`config.mk`:
```
export PLATFORM = sky130hd
export DESIGN_NAME = unique_value_deque
export DESIGN_NICKNAME = d
export VERILOG_FILES = /design/src/rtl/core/uvd_pkg.sv /design/src/rtl/core/unique_value_deque.sv
export SDC_FILE = /design/constraint.sdc
export NUM_CORES = 1
export LEC_CHECK = 0
export ABC_AREA = 1
export ABC_CLOCK_PERIOD_IN_PS = 3900
export BUFFER_PORTS_ARGS = -buffer_cell sky130_fd_sc_hd__buf_2
export CAP_MARGIN = 20
export CORE_MARGIN = 2
export CORE_UTILIZATION = 55
export CTS_CLUSTER_SIZE = 40
export DETAILED_ROUTE_END_ITERATION = 8
export GPL_TIMING_DRIVEN = 0
export PLACE_DENSITY = 0.75
export RECOVER_POWER = 25
export SETUP_SLACK_MARGIN = 0.3
export SYNTH_ARGS = -nofsm -noshare
export SYNTH_HDL_FRONTEND = slang
export SYNTH_SLANG_ARGS = --single-unit
```
`constraint.sdc`:
```
create_clock -name clk -period 3.9 [get_ports clk]
set_clock_uncertainty 0.2 [all_clocks]
set_input_delay 0.39 -clock clk [delete_from_list [all_inputs] [get_ports clk]]
set_output_delay 0.39 -clock clk [all_outputs]
set_load 0.01 [all_outputs]
```
`src/rtl/core/uvd_pkg.sv`:
```
// ----------------------------------------------------------------------------
// uvd_pkg: shared types and constants of the unique value deque
// Operation and status codes, field widths and the sequencer state type.
// ----------------------------------------------------------------------------
package uvd_pkg;

    localparam int DEPTH_DEFAULT = 16;

    localparam int OP_W     = 2;
    localparam int VALUE_W  = 32;
    localparam int POS_W    = 4;
    localparam int STATUS_W = 3;
    localparam int COUNT_W  = 5;

    localparam int IN_DATA_W  = 40;
    localparam int OUT_DATA_W = 40;

    localparam logic [VALUE_W-1:0] NOT_FOUND = {VALUE_W{1'b1}};

    typedef enum logic [OP_W-1:0] {
        OP_PUSH = 2'd0,
        OP_POP  = 2'd1,
        OP_PEEK = 2'd2
    } op_t;

    typedef enum logic [STATUS_W-1:0] {
        ST_OK    = 3'd0,
        ST_DUP   = 3'd1,
        ST_EMPTY = 3'd2,
        ST_RANGE = 3'd3,
        ST_FULL  = 3'd4
    } status_t;

    typedef enum logic [2:0] {
        S_IDLE,
        S_SCAN,
        S_READ,
        S_LATCH,
        S_DONE
    } state_t;

endpackage

```
`src/rtl/core/unique_value_deque.sv`:
```
// ----------------------------------------------------------------------------
// unique_value_deque: bounded queue of distinct 32-bit signed values
// Push at the front with a duplicate check, pop from the back, peek by
// position from the front. One entry memory with one write and one read port, and one comparator.
// ----------------------------------------------------------------------------
//  Channel   Direction  Signals                    Contents
//  s_axis    in         tvalid tready tdata tuser  value, position; operation
//  m_axis    out        tvalid tready tdata tuser  result_value, entry_count; status
//
//  A push scans the held entries in order through the memory read port; a
//  duplicate ends the scan early. A pop or an in-range peek passes S_READ and
//  S_LATCH; an empty pop, a peek past the count and an unused operation go
//  straight to S_DONE. A new transaction is taken only in S_IDLE.
//  Reset clears the count and front pointer; the entry memory is not cleared.
//  A result waits in the output register while the next transaction runs; a full
//  register holds the next result back.
// ----------------------------------------------------------------------------
module unique_value_deque #(
    parameter int DEPTH = uvd_pkg::DEPTH_DEFAULT
) (
    input  logic                            clk,
    input  logic                            rst_n,
    input  logic                            s_axis_tvalid,
    output logic                            s_axis_tready,
    // [31:0] value, [35:32] position, [39:36] zero
    input  logic [uvd_pkg::IN_DATA_W-1:0]   s_axis_tdata,
    // [1:0] operation
    input  logic [uvd_pkg::OP_W-1:0]        s_axis_tuser,
    output logic                            m_axis_tvalid,
    input  logic                            m_axis_tready,
    // [31:0] result_value, [36:32] entry_count, [39:37] zero
    output logic [uvd_pkg::OUT_DATA_W-1:0]  m_axis_tdata,
    // [2:0] status
    output logic [uvd_pkg::STATUS_W-1:0]    m_axis_tuser
);
    import uvd_pkg::*;

    localparam int AW    = $clog2(DEPTH);
    localparam int CNT_W = $clog2(DEPTH + 1);
    localparam int PC_W  = (CNT_W > POS_W) ? CNT_W : POS_W;

    state_t               state_reg, state_next;
    logic [AW-1:0]        front_reg, front_next;
    logic [CNT_W-1:0]     count_reg, count_next;
    logic [CNT_W-1:0]     idx_reg, idx_next;
    logic                 issue_vld_reg, issue_vld_next;
    logic                 out_vld_reg, out_vld_next;

    logic [VALUE_W-1:0]   value_reg, value_next;
    logic [AW-1:0]        addr_reg, addr_next;
    logic                 is_pop_reg, is_pop_next;
    logic [VALUE_W-1:0]   res_reg, res_next;
    status_t              st_reg, st_next;
    logic [VALUE_W-1:0]   out_res_reg, out_res_next;
    status_t              out_st_reg, out_st_next;
    logic [COUNT_W-1:0]   out_cnt_reg, out_cnt_next;

    logic [VALUE_W-1:0]   mem [DEPTH];
    logic [VALUE_W-1:0]   rd_data_reg;
    logic [AW-1:0]        rd_addr;
    logic [AW-1:0]        wr_addr;
    logic                 we;

    op_t                  in_op;
    logic [POS_W-1:0]     in_pos;
    logic [AW-1:0]        front_dec;

    function automatic logic [AW-1:0] wrap_add(input logic [AW-1:0] base,
                                               input logic [CNT_W-1:0] off);
        logic [CNT_W:0] sum;
        sum = (CNT_W+1)'(base) + (CNT_W+1)'(off);
        if (sum >= (CNT_W+1)'(DEPTH))
        begin
            sum = sum - (CNT_W+1)'(DEPTH);
        end
        return AW'(sum);
    endfunction

    assign in_op     = op_t'(s_axis_tuser);
    assign in_pos    = s_axis_tdata[VALUE_W +: POS_W];
    assign front_dec = (front_reg == '0) ? AW'(DEPTH - 1) : front_reg - 1'b1;

    always_comb
    begin
        state_next     = state_reg;
        front_next     = front_reg;
        count_next     = count_reg;
        idx_next       = idx_reg;
        issue_vld_next = issue_vld_reg;
        out_vld_next   = out_vld_reg;
        value_next     = value_reg;
        addr_next      = addr_reg;
        is_pop_next    = is_pop_reg;
        res_next       = res_reg;
        st_next        = st_reg;
        out_res_next   = out_res_reg;
        out_st_next    = out_st_reg;
        out_cnt_next   = out_cnt_reg;
        rd_addr        = addr_reg;
        wr_addr        = front_dec;
        we             = 1'b0;
        s_axis_tready  = 1'b0;

        if (out_vld_reg && m_axis_tready)
        begin
            out_vld_next = 1'b0;
        end

        unique case (state_reg)
            S_IDLE:
            begin
                s_axis_tready = 1'b1;
                if (s_axis_tvalid)
                begin
                    value_next     = s_axis_tdata[VALUE_W-1:0];
                    idx_next       = '0;
                    issue_vld_next = 1'b0;
                    is_pop_next    = 1'b0;
                    unique case (in_op)
                        OP_PUSH:
                        begin
                            state_next = S_SCAN;
                        end
                        OP_POP:
                        begin
                            if (count_reg == '0)
                            begin
                                res_next   = NOT_FOUND;
                                st_next    = ST_EMPTY;
                                state_next = S_DONE;
                            end
                            else
                            begin
                                addr_next   = wrap_add(front_reg, count_reg - 1'b1);
                                is_pop_next = 1'b1;
                                state_next  = S_READ;
                            end
                        end
                        OP_PEEK:
                        begin
                            if (PC_W'(in_pos) >= PC_W'(count_reg))
                            begin
                                res_next   = NOT_FOUND;
                                st_next    = ST_RANGE;
                                state_next = S_DONE;
                            end
                            else
                            begin
                                addr_next  = wrap_add(front_reg, CNT_W'(in_pos));
                                state_next = S_READ;
                            end
                        end
                        default:
                        begin
                            res_next   = '0;
                            st_next    = ST_OK;
                            state_next = S_DONE;
                        end
                    endcase
                end
            end
            S_SCAN:
            begin
                rd_addr = wrap_add(front_reg, idx_reg);
                if (idx_reg < count_reg)
                begin
                    idx_next       = idx_reg + 1'b1;
                    issue_vld_next = 1'b1;
                end
                else
                begin
                    issue_vld_next = 1'b0;
                end
                if (issue_vld_reg && (rd_data_reg == value_reg))
                begin
                    res_next   = '0;
                    st_next    = ST_DUP;
                    state_next = S_DONE;
                end
                else if (!issue_vld_reg && (idx_reg >= count_reg))
                begin
                    res_next   = '0;
                    state_next = S_DONE;
                    if (count_reg == CNT_W'(DEPTH))
                    begin
                        st_next = ST_FULL;
                    end
                    else
                    begin
                        we         = 1'b1;
                        front_next = front_dec;
                        count_next = count_reg + 1'b1;
                        st_next    = ST_OK;
                    end
                end
            end
            S_READ:
            begin
                state_next = S_LATCH;
            end
            S_LATCH:
            begin
                res_next = rd_data_reg;
                st_next  = ST_OK;
                if (is_pop_reg)
                begin
                    count_next = count_reg - 1'b1;
                end
                state_next = S_DONE;
            end
            S_DONE:
            begin
                if (!out_vld_reg || m_axis_tready)
                begin
                    out_vld_next = 1'b1;
                    out_res_next = res_reg;
                    out_st_next  = st_reg;
                    out_cnt_next = COUNT_W'(count_reg);
                    state_next   = S_IDLE;
                end
            end
            default:
            begin
                state_next = S_IDLE;
            end
        endcase
    end

    always_ff @(posedge clk or negedge rst_n)
    begin
        if (!rst_n)
        begin
            state_reg     <= S_IDLE;
            front_reg     <= '0;
            count_reg     <= '0;
            idx_reg       <= '0;
            issue_vld_reg <= 1'b0;
            out_vld_reg   <= 1'b0;
        end
        else
        begin
            state_reg     <= state_next;
            front_reg     <= front_next;
            count_reg     <= count_next;
            idx_reg       <= idx_next;
            issue_vld_reg <= issue_vld_next;
            out_vld_reg   <= out_vld_next;
        end
    end

    always_ff @(posedge clk)
    begin
        value_reg   <= value_next;
        addr_reg    <= addr_next;
        is_pop_reg  <= is_pop_next;
        res_reg     <= res_next;
        st_reg      <= st_next;
        out_res_reg <= out_res_next;
        out_st_reg  <= out_st_next;
        out_cnt_reg <= out_cnt_next;
    end

    always_ff @(posedge clk)
    begin
        if (we)
        begin
            mem[wr_addr] <= value_reg;
        end
        rd_data_reg <= mem[rd_addr];
    end

    assign m_axis_tvalid = out_vld_reg;
    assign m_axis_tdata  = {(OUT_DATA_W - VALUE_W - COUNT_W)'(0), out_cnt_reg, out_res_reg};
    assign m_axis_tuser  = out_st_reg;

    // The number of held values never exceeds the store depth.
    assert property (@(posedge clk) disable iff (!rst_n)
        count_reg <= CNT_W'(DEPTH))
        else $error("held count above depth");

    // An accepted push grows the count by exactly one.
    assert property (@(posedge clk) disable iff (!rst_n)
        we |=> count_reg == $past(count_reg) + 1'b1)
        else $error("push did not increment count");

    // The front pointer moves only on a memory write.
    assert property (@(posedge clk) disable iff (!rst_n)
        (front_reg != $past(front_reg)) |-> $past(we))
        else $error("front pointer moved without a write");

    // Empty and out-of-range answers always carry all ones.
    assert property (@(posedge clk) disable iff (!rst_n)
        (out_vld_reg && (out_st_reg == ST_EMPTY || out_st_reg == ST_RANGE))
            |-> out_res_reg == NOT_FOUND)
        else $error("error status without not-found value");

    // A duplicate is only reported while the scan compares a fetched entry.
    assert property (@(posedge clk) disable iff (!rst_n)
        (state_reg == S_SCAN && st_next == ST_DUP && state_next == S_DONE)
            |-> issue_vld_reg)
        else $error("duplicate flagged without a compared entry");

endmodule

```
# Yosys cells after proc, flatten, opt, wreduce, memory -nomap -nowiden
# Memory sizes are Yosys's and may differ from the RTL's. A register that Yosys moved wholly into a read port is not among the register bits.
# Cells that the tools add are included.
# classes
n_addsub,10
magnitude_cmp,6
eq_ne,21
mux,53
bitwise,2
n_reduce_logical,23
# ops
op,count
case mux 32 bit (3 select lines),2
2-to-1 mux 32 bit,5
2-to-1 mux 3 bit,12
equality test 32 bit,1
2-to-1 mux 5 bit,6
2-to-1 mux 4 bit,7
case mux 3 bit (3 select lines),3
inequality test 2 bit (second input constant),10
case mux 5 bit (2 select lines),2
subtractor 4 x 1 -> 4 bit (second input constant),4
case mux 3 bit (5 select lines),1
2-to-1 mux 1 bit,13
adder 4 x 5 -> 6 bit,2
greater-or-equal comparator 6 x 5 -> 1 bit (second input constant),2
adder 5 x 1 -> 5 bit (second input constant),2
AND reduction 5 bit,2
inequality test 3 bit (second input constant),3
case mux 4 bit (2 select lines),1
equality test 3 x 2 -> 1 bit (second input constant),2
AND reduction 2 bit,3
AND reduction 3 bit,2
AND reduction 6 bit,1
nonzero test 2 bit,3
adder 4 x 4 -> 5 bit,1
21 further kinds,25
# totals
regBits,131
ramBits,512
inputBits,46
output_inout_bits,45
wordCells,130
memories,1
# mem_list
memory,words,word_bits,read_ports,rd_clocked_by_memory_dff,write_ports,line,source
mem,16,32,1,1,1,unique_value_deque.sv:58,logic [VALUE_W-1:0] mem [DEPTH];

# Logic depth before layout (Yosys ltp)
# Gate-level depths: netlist (run 1).
# depth
depth_word,7
depth_mapped,13
depth_no_buf,12

# Least setup slack after synthesis (run 1)
# OpenSTA, ideal clock, no wires.
# synth_path
path_type,register -> register
startpoint,register count_reg[2]
endpoint,memory mem[0][0] (enable)
setup_ps,421
arrival_time_ps,3059
required_time_ps,3279
setup_slack_ps,220
path_stages_with_launch,13
path_buffers,2
period_less_slack_ps,3680
cell_sequence,dfrtp_1 > clkbuf_1 > inv_1 > ha_1 > nand2_1 > nor2_1 > nand2_1 > nand3_1 > nand2_1 > nor2_1 > buf_2 > nand2_1 > nor2_1
# synth_between
elab_chain_len,7
elab_cells_between_ends,9
cone_classes,order compare (1); eq/ne (1); mux (6); reduce/logical (1)
# synth_lines
element,line,source
"start, declared",unique_value_deque.sv:44,"logic [CNT_W-1:0] count_reg, count_next;"
"start signal, assigned",unique_value_deque.sv:244,count_reg <= count_next;
greater-or-equal comparator 5 bit or equality test 5 bit (tied branches),"unique_value_deque.sv:180, unique_value_deque.sv:184",
logical AND 1 bit or 2-to-1 mux 1 bit (tied branches),"unique_value_deque.sv:180, unique_value_deque.sv:184",
2-to-1 mux 1 bit (*),unique_value_deque.sv:180,else if (!issue_vld_reg && (idx_reg >= count_reg))
2-to-1 mux 1 bit (*),unique_value_deque.sv:174,if (issue_vld_reg && (rd_data_reg == value_reg))
2-to-1 mux 1 bit (*),unique_value_deque.sv:109,unique case (state_reg)
2-to-1 mux 1 bit (*),unique_value_deque.sv:265,if (we)
2-to-1 mux 1 bit (implied by the code) (*),unique_value_deque.sv:267,mem[wr_addr] <= value_reg;
"end, declared",unique_value_deque.sv:58,
# Mark *: on every way between the ends. The rest lies on a longest branch, timed or not.

# Final worst setup path (run 1)
# layout_path
startpoint,register front_reg[1]
endpoint,register rd_data_reg[3] (read register of mem)
# layout_between
elab_chain_len,4
elab_cells_between_ends,5
cone_classes,add/sub (2); order compare (1); mux (2)
# layout_lines
element,line,source
"start, declared",unique_value_deque.sv:43,"logic [AW-1:0] front_reg, front_next;"
"start signal, assigned",unique_value_deque.sv:243,front_reg <= front_next;
adder 4 x 5 -> 6 bit (*),unique_value_deque.sv:71,sum = (CNT_W+1)'(base) + (CNT_W+1)'(off);
greater-or-equal comparator 6 x 5 -> 1 bit or subtractor 4 x 1 -> 4 bit (tied branches),"unique_value_deque.sv:72, unique_value_deque.sv:74",
2-to-1 mux 4 bit (*),unique_value_deque.sv:72,if (sum >= (CNT_W+1)'(DEPTH))
2-to-1 mux 4 bit (*),unique_value_deque.sv:109,
"end, declared",unique_value_deque.sv:59,logic [VALUE_W-1:0] rd_data_reg;
# Marks and branches as above.
# A chain may end at the register's enable or synchronous reset.

==> results of run 1 <==
## power by group
group / switching, W / internal, W / total [W]
Clock: 0.00270 / 0.00387 / 0.00657
Sequential: 0.000744 / 0.00926 / 0.0100
Combinational: 0.00564 / 0.00239 / 0.00804
## worst min-delay path: cells and delay by family
| family | cells | cell delay (ns) |
|---|---|---|
| xor+xnor | 1 | 0.14 |
| buf+inv | 2 | 0.13 |
| mux | 1 | 0.10 |
## per-layer routing
| metal | vias to the layer above | GRT usage [%] | share of wire (%) |
|---|---|---|---|
| met5 | - | 0 | 0 |
| met1 | 8540 | 34.5 | 38 |
| met3 | 154 | 5.39 | 11 |
| li1 | 8215 | - | - |
| met4 | 0 | 9.49 | 2.9 |
| met2 | 981 | 45.2 | 49 |
## layout by cell type (no fill, tap or decap), drive strengths merged, types with 2 or more instances in the layout
cell / count
edfxtp: 624
nand2: 334
inv: 256
nor2: 244
nand3: 213
buf: 202
o211ai: 161
o21ai: 146
clkbuf: 124
dlygate4sd3: 35
dfxtp: 32
ha: 29
dfrtp: 19
clkinv: 19
xor2: 16
a21oi: 10
xnor2: 8
bufinv: 6
nor3: 4
o31ai: 3
conb: 3
clkinvlp: 3
o22ai: 2
mux2i: 2
nand4: 2
fa: 2
or2: 2
## what timing repair did
item	CTS	global route
gates resized for setup	0	1
pin swaps	1	10
setup buffers	1	17
hold buffers	35	0
endpoints found under the hold margin	54	0
endpoints found under the setup margin	18	351
## layout make-up
class / instances / area share (%)
buffer: 114 / 1.78
clock buffer: 93 / 5.97
clock inverter: 33 / 1.07
inverter: 251 / 2.93
multi-input combinational: 1185 / 19.1
sequential: 675 / 61.8
tap: 664 / 2.58
timing repair buffer: 154 / 4.76
## cell families after synthesis
family	Yosys count
AO/OA/AOI/OAI	325
XOR/XNOR	24
adder cells (fa/ha/maj)	31
buffers and inverters	365
flip-flops	675
multiplexers	2
other	1
AND/OR/NAND/NOR	800
## metrics by stage
| step | cells | setup WS (ns) | area [sq um] | hold WS [ns] | power (W) |
|---|---|---|---|---|---|
| after floorplan | 2225 | 0.220 | 27400 | -0.106 | 0.0148 |
| after CTS | 3152 | 0.296 | 31900 | 0.0402 | 0.0244 |
| after detailed placement | 2990 | 0.260 | 29200 | 0.170 | 0.0179 |
| final | 3169 | 0.434 | 32100 | 0.0662 | 0.0246 |
| after global placement | 2972 | -1.62 | 28600 | 0.157 | 0.0174 |
| after global routing | 3169 | 0.343 | 32100 | 0.0746 | 0.0257 |
## final timing paths
path	startpoint	endpoint	slack, ns	cells after the start
min in group asynchronous	rst_n	idx_reg[2]	0.35	2
worst min register to register	st_reg[2]	m_axis_tuser[2]	0.22	0
worst min-delay path	s_axis_tdata[35]	addr_reg[3]	0.07	4
max in group asynchronous	rst_n	idx_reg[0]	2.47	2
worst max register to register	front_reg[1]	rd_data_reg[3]	0.43	9
worst max-delay path	front_reg[1]	rd_data_reg[3]	0.43	9
==> key figures, run 1 <==
Outcome
  – Status: complete, no violations

Setup path
  – Setup Crit Path Kind: reg -> reg
  – Crit-path cells: inv_1 -> fa_1 -> o21ai_2 -> inv_2 -> clkbuf_1 -> o211ai_1 -> nand3_1 -> nand3_1 -> nand2_1
  – CP delay by family, top: buffers and inverters
  – Crit path DAT: between 3 and 4 ns
  – Crit-path slowest cell: o21ai_2
  – CP Launch Type: register
  – Maximum fanout along the worst path: 10
  – Required @ worst endpoint: approximately 4.2 ns
  – CP dominant cell by count: nand3_1
  – Critical Path Max Stage Delay: around 0.57 ns
  – Worst path bufs/invs: 3
  – CP Capture Type: register

STA
  – Worst slew margin: 24.3%
  – Crit share post-route: 88.9%
  – RSZ-0062 raised after global routing: no
  – Fin. Hold Viols: 0
  – Number of setup violations in the final report: 0
  – Max Fclk: 289 MHz
  – Max Slew Vio Count: 0
  – Worst-margin pin slew: ~1.1 ns
  – Fin crit period: around 3.5 ns
  – Setup TNS: 0 ns

Hold path
  – Hold Path Class: in -> reg

GRT
  – Global-route wire length before repair: a little over 100 mm
  – Number of global-route vias before repair: 17,700
  – GRT Total Usage: a little over a quarter
  – Largest net degree at the start of global routing: 41
  – Congestion Overflow GR: 0
  – Antenna violations before repair: 3

Run
  – Max-cap viol count: 0

Floorplanning
  – Initial Util: a little under three fifths
  – Row count: around 80
  – Placeable Area: between 0.04 and 0.05 sq mm
  – Io pins: just over 90
  – Die footprint: roughly 0.052 sq mm
  – Die height: roughly 230 microns
  – Die X: approximately 230 microns

CTS
  – Clock-pin slew on the worst setup and hold paths: about 0.060 ns
  – CTS sink cnt: slightly below 700
  – H-tree depth: 3
  – CTS root buf: clkbuf_16
  – Number of buffers created by CTS: 68
  – Clk_lat worst skew: a little over 0.6 ns
  – Clk buf depth: 3
  – CTS tree: yes

Synthesis
  – #FFs+latches synth: 675
  – Synth Warn #: 0
  – Multiplexer share of the synthesized area: 0.0731%
  – XOR/XNOR share of the synthesized area: less than 1%
  – Mean Syn Cell Area: around 12 sq um
  – Top-area cell type share of the netlist area: just under 70%
  – Simple-Gate Fraction of Synth Area: approximately an eighth
  – Main flop type after synthesis: edfxtp_1
  – Cells after synthesis: about 2,200
  – Seq/Total Area, Yosys: 72.5%
  – Count leader, synth: edfxtp_1
  – Async SR Flop Fraction: 2.81%
  – Top cells by area, synth: edfxtp_1 68%, nand2_1 4.6%, o211ai_1 4.4%, nand3_1 3.9%, inv_1 3.4%
  – Synth top cells by count: 624 x edfxtp_1, 332 x nand2_1, 245 x inv_1
  – Synth Area in Adders: approximately 1.5%
  – Number of synthesized flops with an enable pin: 624
  – Post-synth cell types: 35
  – Syn Std Cell Area: 0.0274 sq mm
  – Post-synth top area cell: edfxtp_1
  – Post-synthesis compound-gate area fraction: under 10%
  – Largest family of logic cells by synthesized area: simple AND/OR/NAND/NOR gates

Drt
  – Number of remaining DRC errors: 0
  – Via Count: ~18,000
  – DRT antenna net count: 0
  – DRT iter0 DRCs: approximately 2,100
  – Via density: 5.65
  – Wire length per cell: around 22 microns
  – Total length of routed wires: between 60 and 70 mm
  – Drt pass-1 iters: 5

Power
  – Pleak: ~12 nW
  – VDD IR max: around 630 uV
  – Power per Cell Area: 766 mW/mm^2

Finish
  – Fraction of layout cells with a size suffix above 1: between 10% and 20%
  – Layout area overhead: 17.4%
  – FF/Latch Area: around 0.02 sq mm
  – Largest reg by FF count: mem
  – Filler Cells Inserted: between 3,000 and 4,000
  – # diodes: 0
  – Final Core Density: 65.5%
  – Final #Nets: about 2,500
  – Area of the multi-input gates: 0.00615 sq mm
  – Largest register FFs: around 500

Placed design
  – Dpl hpwl: ~46 mm
  – Buffers on Ports: 83
  – RD Place Congestion: between 0.9 and 1
Note: power is estimated with default switching activity, not from simulation.
==> run 2: changes to the inputs <==
- ABC_AREA: 1 -> not set
==> key figures, run 2 <==
Outcome
  – Status: complete, no violations

GRT
  – GRT Total Usage: 26.3% (-0.42 points)
  – Global-route wire length before repair: 96.8 mm (-4.2%)
  – Congestion Overflow GR: 0 (unchanged)
  – Largest net degree at the start of global routing: 41 (unchanged)
  – Antenna violations before repair: 1 (-2)
  – Number of global-route vias before repair: 16,100 (-9.1%)

Synthesis
  – Post-synth top area cell: edfxtp_1
  – #FFs+latches synth: 675 (unchanged)
  – Top cells by area, synth: edfxtp_1 71%, nand2_1 6.8%, mux2i_1 3.7%, dfxtp_1 2.4%, nand3_1 1.9%
  – Cells after synthesis: 1,860 (-16%)
  – Synth Warn #: 0 (unchanged)
  – Post-synth cell types: 49 (+40%)
  – Count leader, synth: edfxtp_1
  – Number of synthesized flops with an enable pin: 624 (unchanged)
  – Top-area cell type share of the netlist area: 70.6% (+2.1 points)
  – Mean Syn Cell Area: 14.3 sq um (+16%)
  – Seq/Total Area, Yosys: 74.8% (+2.2 points)
  – Synth top cells by count: 624 x edfxtp_1, 478 x nand2_1, 100 x nand3_1
  – Async SR Flop Fraction: 2.81% (unchanged)
  – Main flop type after synthesis: edfxtp_1
  – Syn Std Cell Area: 0.0266 sq mm (-3.0%)

Run
  – Max-cap viol count: 0 (unchanged)

Finish
  – Fraction of layout cells with a size suffix above 1: 14.7% (+1.2 points)
  – Commonest non-fill, non-tap cell in the layout: edfxtp_1
  – Largest reg by FF count: mem
  – Final non-filler cell area: 0.0314 sq mm (-2.3%)
  – Non-filler cells, final: 2,767 (-13%)
  – Area of the multi-input gates: 0.00638 sq mm (+3.7%)
  – Final #Nets: 2,180 (-14%)
  – Layout area overhead: 18.2%
  – # diodes: 0 (unchanged)
  – Largest register FFs: 512 (unchanged)
  – Filler Cells Inserted: 3,169 (-9.0%)
  – Most frequent cells in the layout: 624 x edfxtp_1, 475 x nand2_1, 117 x buf_2
  – FF/Latch Area: 0.0199 sq mm (unchanged)

Setup path
  – Critical Path Max Stage Delay: 0.65 ns (+0.08 ns)
  – CP Launch Type: register
  – Maximum fanout along the worst path: 10 (unchanged)
  – CP Capture Type: register
  – Crit path DAT: 4.00 ns (+0.25 ns)
  – Crit-path cells: inv_1 -> fa_1 -> xor2_1 -> o21ai_0 -> nor2_4 -> clkbuf_1 -> a32oi_1 -> o221ai_1
  – Worst path bufs/invs: 2 (-1)
  – CP delay by family, top: buffers and inverters
  – Setup Crit Path Kind: reg -> reg
  – Crit-path slowest cell: clkbuf_1
  – Required @ worst endpoint: 4.21 ns (+0.03 ns)

STA
  – Fin. Hold Viols: 0 (unchanged)
  – Worst slew margin: 24.0% (-0.33 points)
  – Setup TNS: 0 ns (unchanged)
  – Setup slack after layout: 0.203 ns (-0.231 ns)
  – Max Fclk: 270 MHz (-6.2%)
  – Worst-margin pin slew: 1.14 ns (+0.00496 ns)
  – Fin crit period: 3.70 ns (+0.231 ns)
  – Number of setup violations in the final report: 0 (unchanged)
  – Crit share post-route: 94.8% (+5.9 points)
  – Max Slew Vio Count: 0 (unchanged)
  – RSZ-0062 raised after global routing: yes

Drt
  – Wire length per cell: 23.8 microns (+10%)
  – Total length of routed wires: 65.8 mm (-3.8%)
  – Number of remaining DRC errors: 0 (unchanged)
  – Via Count: 16,500 (-8.0%)
  – Drt pass-1 iters: 6 (+1)
  – DRT antenna net count: 0 (unchanged)
  – Via density: 5.95 (+5.4%)
  – DRT iter0 DRCs: 2,132 (+2.7%)

Floorplanning
  – Io pins: 91 (unchanged)
  – Placeable Area: 0.0477 sq mm (-2.7%)
  – Die height: 224 microns (-1.5%)
  – Die X: 224 microns (-1.5%)
  – Die footprint: 0.0501 sq mm (-2.9%)
  – Initial Util: 55.6% (-0.18 points)
  – Row count: 80 (-1.2%)

Power
  – Pleak: 11.5 nW (-4.6%)
  – Power per Cell Area: 776 mW/mm^2 (+1.3%)
  – VDD IR max: 413 uV (-35%)

CTS
  – Clock-pin slew on the worst setup and hold paths: 0.07 ns (about the same)
  – Number of buffers created by CTS: 67 (-1.5%)
  – H-tree depth: 3 (unchanged)
  – CTS tree: yes
  – CTS sink cnt: 675 (unchanged)
  – CTS root buf: clkbuf_16
  – Clk buf depth: 3 (unchanged)
  – Clk_lat worst skew: 0.60 ns (-0.02 ns)

Hold path
  – Hold Path Class: in -> reg

Placed design
  – Dpl hpwl: 43.0 mm (-5.6%)
  – Pre-CTS WS: -0.217 ns (-0.477 ns)
  – Placement Cell Area: 0.0284 sq mm (-2.6%)
  – RD Place Congestion: 0.889 (-3.1%)
  – Buffers on Ports: 83 (unchanged)
  – Inst Count DP: 2,586 (-14%)
run 2: layout make-up:
type,count,area share (%)
clock buffer,86,5.80
inverter,18,0.215
sequential,675,63.2
buffer,102,1.51
tap,615,2.45
timing repair buffer,172,5.40
clock inverter,32,1.07
multi-input combinational,1067,20.3
run 2: report_power, final:
group	internal (W)	leakage, nW	switching, W	total [W]
registers	0.00918	6.16	0.000842	0.0100
logic	0.00259	4.31	0.00534	0.00793
clock network	0.00376	1.06	0.00264	0.00640
total	0.0155	11.5	0.00882	0.0244
run 2: worst register-to-register path, cell delays in order (launching register included):
cell	delay, ns
dfrtp_1	0.54
inv_1	0.22
fa_1	0.49
xor2_1	0.29
o21ai_0	0.28
nor2_4	0.41
clkbuf_1	0.66
a32oi_1	0.34
o221ai_1	0.17
run 2: metrics by stage:
stage / total power, W / hold slack (ns) / util (%)
2_1_floorplan: 0.0146 / -0.106 / -
3_3_place_gp: 0.0172 / 0.158 / 58.2
3_5_place_dp: 0.0176 / 0.163 / 59.6
4_1_cts: 0.0241 / 0.0672 / 65.4
5_1_grt: 0.0253 / 0.106 / 65.8
6_report: 0.0244 / 0.102 / 65.8
run 2: cell families after synthesis:
kind of cell	count (synthesis)	synth area share, %
muxes	102	3.86
and+or+nand+nor	675	10.9
other	1	0.0141
AOI/OAI and AO/OA	209	5.40
DFF	675	74.8
adders and majority gates	31	1.52
xor gates and xnor gates	47	1.55
buffers and inverters	120	1.98
run 2: path summary, 6_finish.rpt:
kind / to / slack (ns) / cells after the start / startpoint
max: rd_data_reg[27] / 0.20 / 8 / front_reg[1]
min: addr_reg[0] / 0.10 / 4 / s_axis_tdata[32]
max reg2reg: rd_data_reg[27] / 0.20 / 8 / front_reg[1]
min reg2reg: out_res_reg[31] / 0.22 / 0 / res_reg[31]
max in group asynchronous: state_reg[0] / 2.48 / 2 / rst_n
min in group asynchronous: front_reg[1] / 0.33 / 2 / rst_n
run 2: what timing repair did:
| item | 4_1_cts | 5_1_grt |
|---|---|---|
| endpoints found under the setup margin | 521 | 327 |
| buffers inserted | 18 | 10 |
| pin swaps | 13 | 3 |
| hold buffers | 35 | 0 |
| hold endpoints to repair | 54 | 0 |
| gates resized for setup | 8 | 23 |
run 2: per-layer routing:
metal  up-vias  part of all wire, %  GRT usage [%]
met5         -                0.018              0
met4         2                  4.2           12.2
met3       187                   10           5.48
met2       942                   48           43.1
met1      8005                   38           34.0
li1       7325                    -              -
